### src/rtl/him_ram.sv
// hypergraph incidence matrix: generic simple dual-port ram
// one write port, one read port with registered read data that holds when idle
// no dependencies
`default_nettype none

module him_ram #(
    parameter int WIDTH = 64,
    parameter int DEPTH = 64
) (
    input  wire logic                                       clk,
    input  wire logic                                       we,
    input  wire logic [(DEPTH > 1 ? $clog2(DEPTH) : 1)-1:0] waddr,
    input  wire logic [WIDTH-1:0]                           wdata,
    input  wire logic                                       re,
    input  wire logic [(DEPTH > 1 ? $clog2(DEPTH) : 1)-1:0] raddr,
    output logic      [WIDTH-1:0]                           rdata
);

    logic [WIDTH-1:0] mem_reg [DEPTH];

    always_ff @(posedge clk)
    begin
        if (we)
        begin
            mem_reg[waddr] <= wdata;
        end
        if (re)
        begin
            rdata <= mem_reg[raddr];
        end
    end

endmodule

`default_nettype wire

### config.mk
export PLATFORM = sky130hd
export DESIGN_NAME = him_ram
export DESIGN_NICKNAME = d
export VERILOG_FILES = /design/src/rtl/him_ram.sv
export SDC_FILE = /design/constraint.sdc
export NUM_CORES = 2
export LEC_CHECK = 0
export ABC_CLOCK_PERIOD_IN_PS = 15800
export BUFFER_PORTS_ARGS = -buffer_cell sky130_fd_sc_hd__buf_2
export CAP_MARGIN = 20
export CORE_MARGIN = 3
export CORE_UTILIZATION = 67
export DETAILED_ROUTE_END_ITERATION = 8
export PLACE_DENSITY_LB_ADDON = 0.2
export SKIP_LAST_GASP = 1
export SYNTH_ARGS = -nofsm -noshare
export SYNTH_HDL_FRONTEND = slang
export SYNTH_SLANG_ARGS = --single-unit
### constraint.sdc
create_clock -name clk -period 15.8 [get_ports clk]
set_input_delay 3.16 -clock clk [delete_from_list [all_inputs] [get_ports clk]]
set_output_delay 3.16 -clock clk [all_outputs]
set_load 0.02 [all_outputs]
==> qor.txt <==
OUTCOME
--------------------------------------------------------------------------------------------------------
Status                                                                                         completed

FLOORPLANNING
--------------------------------------------------------------------------------------------------------
Count of pins on the block boundary                                                                  143
Area inside the core boundary                                                                 233000 um2
Die boundary height                                                                               490 um
Full die area                                                                                 240000 um2
Chip width                                                                                        490 um
Initial standard-cell utilization of the core                                                      67.4%
Number of cell rows                                                                                  177

MIN PATH
--------------------------------------------------------------------------------------------------------
Hold path startpoint                                                                        mem_reg[36][26]
End point of the worst hold path                                                               rdata[26]
Worst hold path stage count                                                                            4
Worst hold path class                                                                       register to register

GLOBAL ROUTE
--------------------------------------------------------------------------------------------------------
Gr usage total                                                                                     37.2%
Grt ovf                                                                                                0
Number of global-route vias before repair                                                          80100
Largest net degree at the start of global routing                                                    111
Wire length of the first global-routing pass                                                   618000 um
Initial antenna violation count                                                                       41

PLACE
--------------------------------------------------------------------------------------------------------
Hpwl dp                                                                                        215000 um
Number of buffers added on ports                                                                     142
GPL Wtd Cong                                                                                       0.805

PWR
--------------------------------------------------------------------------------------------------------
Static Leakage                                                                                   54.8 nW
Worst voltage drop across the vdd grid                                                        0.000161 V
Overall Power                                                                                    22.9 mW
P per Cell Area                                                                               131 nW/um2

CTS
--------------------------------------------------------------------------------------------------------
Number of H-tree levels                                                                                5
Number of post-CTS setup repair buffers                                                                0
Number of buffers between clock root and the deepest sink                                              4
Count of hold buffers inserted by post-cts repair                                                      0
Clock tree from TritonCTS                                                                           done
Post-cts gate resize count                                                                             0
Post-CTS clock slew at the launch and capture registers of the worst setup and hold paths        0.06 ns
Clock Latency Late Sink                                                                          1.02 ns
Total clock sinks                                                                                   4160
TritonCTS Buffers                                                                                    407
Clock tree root driver cell                                                                 sky130_fd_sc_hd__clkbuf_16

SETUP PATH
--------------------------------------------------------------------------------------------------------
Setup Crit Path Kind                                                                        input port to register
Endpoint of the worst-slack reg-to-reg timing path                                             rdata[38]
Master of the slowest instance on the critical path                                         sky130_fd_sc_hd__buf_4
Worst path max stage delay                                                                       0.77 ns
Reg2reg path depth                                                                                     5
Top cell by count, worst path                                                               sky130_fd_sc_hd__buf_12
Crit path arrival time                                                                           7.67 ns
Critical register-to-register path startpoint                                               mem_reg[58][38]
Launching element type of the critical path                                                   input port
Sort of element at the end of the critical path                                                 register
Crit path max fanout                                                                                 110
List of cells traversed by the critical path                                                buf_12, buf_4, buf_12, buf_12, mux4_2, nor2b_1, a211oi_1, o22ai_1, and3_1
Reg2Reg Setup Slack                                                                             13.57 ns
CP Launch Point                                                                                 raddr[0]
Critical path data required time                                                                16.54 ns

DRT
--------------------------------------------------------------------------------------------------------
Wire length reported by the detailed router                                                    439000 um
Final ANT Viol Nets                                                                                    0
Router iterations before antenna repair                                                                6
Vias per Instance                                                                                   7.54
Iteration-0 DRC Markers                                                                            13700
DRC violation count after routing                                                                      0
Total via count in the routed design                                                               78900
Final routed wire length divided by cell count                                                   41.9 um

STA
--------------------------------------------------------------------------------------------------------
Count of endpoints failing setup in the final report                                                   0
Relative slew slack                                                                                17.3%
Hold Violations, Final                                                                                 0
Highest achievable clock rate                                                                    144 MHz
Slew at the pin closest to its max-slew limit                                                    1.24 ns
Worst clock skew                                                                               0.0636 ns
Total negative slack for setup checks                                                               0 ns
Post-layout minimum cycle time                                                                   6.93 ns
Share of the clock period used by the worst path after layout                                      43.9%
Unrepaired setup endpoints after global routing                                                       no
Number of pins with negative max-slew slack in the final report                                        0

YOSYS
--------------------------------------------------------------------------------------------------------
Yosys warning total                                                                                    0
Post-Synthesis Cell Area                                                                      157000 um2
Synth Register Bits                                                                                 4160
Number of standard cells after synthesis                                                            6598
Number of nets in the synthesized netlist                                                           6677
Portion of the post-synthesis area used by sequential elements                                     79.6%
Number of unique standard cell types used by synthesis                                                32
Average instance area after synthesis                                                           23.8 um2

CELLS AND AREA
--------------------------------------------------------------------------------------------------------
Share of post-route cells with drive strength above 1                                              28.2%
Number of flip-flops in the largest register                                                        4096
Highest-count cells in the layout ignoring fill and taps                                    sky130_fd_sc_hd__edfxtp_1 (4160), sky130_fd_sc_hd__mux4_2 (1024), sky130_fd_sc_hd__clkbuf_16 (415)
Most common cell after layout, fill and taps aside                                          sky130_fd_sc_hd__edfxtp_1
Final Net Count                                                                                     7074
Layout area overhead                                                                               11.7%

RUN
--------------------------------------------------------------------------------------------------------
# Max-Cap Violations                                                                                   0

layer usage:
metal  up-vias  global-route usage [%]  part of all wire (%)  routed length [um]
li1      29300                       -                     -                   -
met5         -                       0                 0.038                 165
met4        26                    17.5                   5.4               23700
met2      7212                    56.1                    47              207000
met3      1372                    11.0                    15               65500
met1     41000                    51.2                    32              142000
through the flow:
step	util [%]	worst slack, ns	std cells	area (um2)	hold slack, ns
after global routing	75.4	8.43	10500	175000	0.956
final	75.4	8.87	10500	175000	0.916
after detailed placement	69.6	7.75	9703	162000	0.899
after global placement	69.6	7.76	9702	162000	0.889
after CTS	75.2	8.76	10400	175000	0.920
after floorplan	-	7.20	6598	157000	0.865
where the power goes:
part | leakage [nW] | internal [mW] | switching [mW] | total (mW)
Clock | 6.36 | 5.54 | 4.07 | 9.61
Sequential | 37.5 | 12.2 | 0.0430 | 12.3
Combinational | 11.0 | 0.373 | 0.663 | 1.04
how the worst max path moves through the flow:
stage / end / slack [ns]
after floorplan: mem_reg[48][0] / 7.20
after global placement: rdata[32] / 7.76
after detailed placement: rdata[32] / 7.75
after CTS: rdata[32] / 8.76
after global routing: rdata[62] / 8.43
final: rdata[62] / 8.87
synthesized netlist by cell type:
| cell | n | share of area (%) |
|---|---|---|
| sky130_fd_sc_hd__o22ai_1 | 83 | 0.33 |
| sky130_fd_sc_hd__buf_6 | 6 | 0.043 |
| sky130_fd_sc_hd__nor2b_1 | 28 | 0.11 |
| sky130_fd_sc_hd__or3b_2 | 1 | 0.0056 |
| sky130_fd_sc_hd__buf_2 | 170 | 0.54 |
| sky130_fd_sc_hd__or2_2 | 28 | 0.11 |
| sky130_fd_sc_hd__nand2b_1 | 11 | 0.044 |
| sky130_fd_sc_hd__buf_4 | 34 | 0.16 |
| sky130_fd_sc_hd__or3_1 | 29 | 0.12 |
| sky130_fd_sc_hd__a31oi_1 | 18 | 0.072 |
| sky130_fd_sc_hd__mux2i_1 | 135 | 0.86 |
| sky130_fd_sc_hd__inv_1 | 19 | 0.045 |
| sky130_fd_sc_hd__nor3_1 | 2 | 0.0064 |
| sky130_fd_sc_hd__and2_1 | 3 | 0.012 |
| sky130_fd_sc_hd__nand3_1 | 45 | 0.14 |
| sky130_fd_sc_hd__and3_1 | 64 | 0.26 |
| sky130_fd_sc_hd__nand2_1 | 58 | 0.14 |
| sky130_fd_sc_hd__mux4_2 | 1024 | 15 |
| sky130_fd_sc_hd__a22oi_1 | 168 | 0.80 |
| sky130_fd_sc_hd__a31o_1 | 1 | 0.0056 |
| sky130_fd_sc_hd__clkbuf_1 | 140 | 0.33 |
| sky130_fd_sc_hd__nand3b_1 | 2 | 0.0096 |
| sky130_fd_sc_hd__nor2_1 | 112 | 0.27 |
| sky130_fd_sc_hd__nand4b_1 | 1 | 0.0056 |
| sky130_fd_sc_hd__o221ai_1 | 38 | 0.21 |
| sky130_fd_sc_hd__buf_1 | 20 | 0.048 |
| sky130_fd_sc_hd__edfxtp_1 | 4160 | 80 |
| sky130_fd_sc_hd__nand4_1 | 2 | 0.0080 |
| sky130_fd_sc_hd__a22o_1 | 88 | 0.49 |
| sky130_fd_sc_hd__a211oi_1 | 63 | 0.30 |
| sky130_fd_sc_hd__a41oi_1 | 26 | 0.15 |
| sky130_fd_sc_hd__a2bb2oi_1 | 19 | 0.11 |
layout make-up:
type	count	area, um2
Clock buffer	476	10600
Clock inverter	245	2390
Timing Repair Buffer	358	2650
Multi-Input combinational cell	2049	30800
Antenna cell	24	60.1
Sequential cell	4160	125000
Fill cell	11600	57400
Tap cell	3132	3920
Inverter	19	71.3
critical path, delay by kind of cell:
kind / cells / cell delay [ns]
AOI/OAI and AO/OA: 2 / 0.52
and+or+nand+nor: 2 / 0.36
buffers and inverters: 4 / 2.51
muxes: 1 / 0.61
cells by family after synthesis:
logic type | after synthesis | share of synthesized area, %
buf+inv | 389 | 1.18
simple gates | 386 | 1.23
compound gates | 504 | 2.47
mux | 1159 | 15.6
flops | 4160 | 79.6
Power figures use the tool's default switching activity.
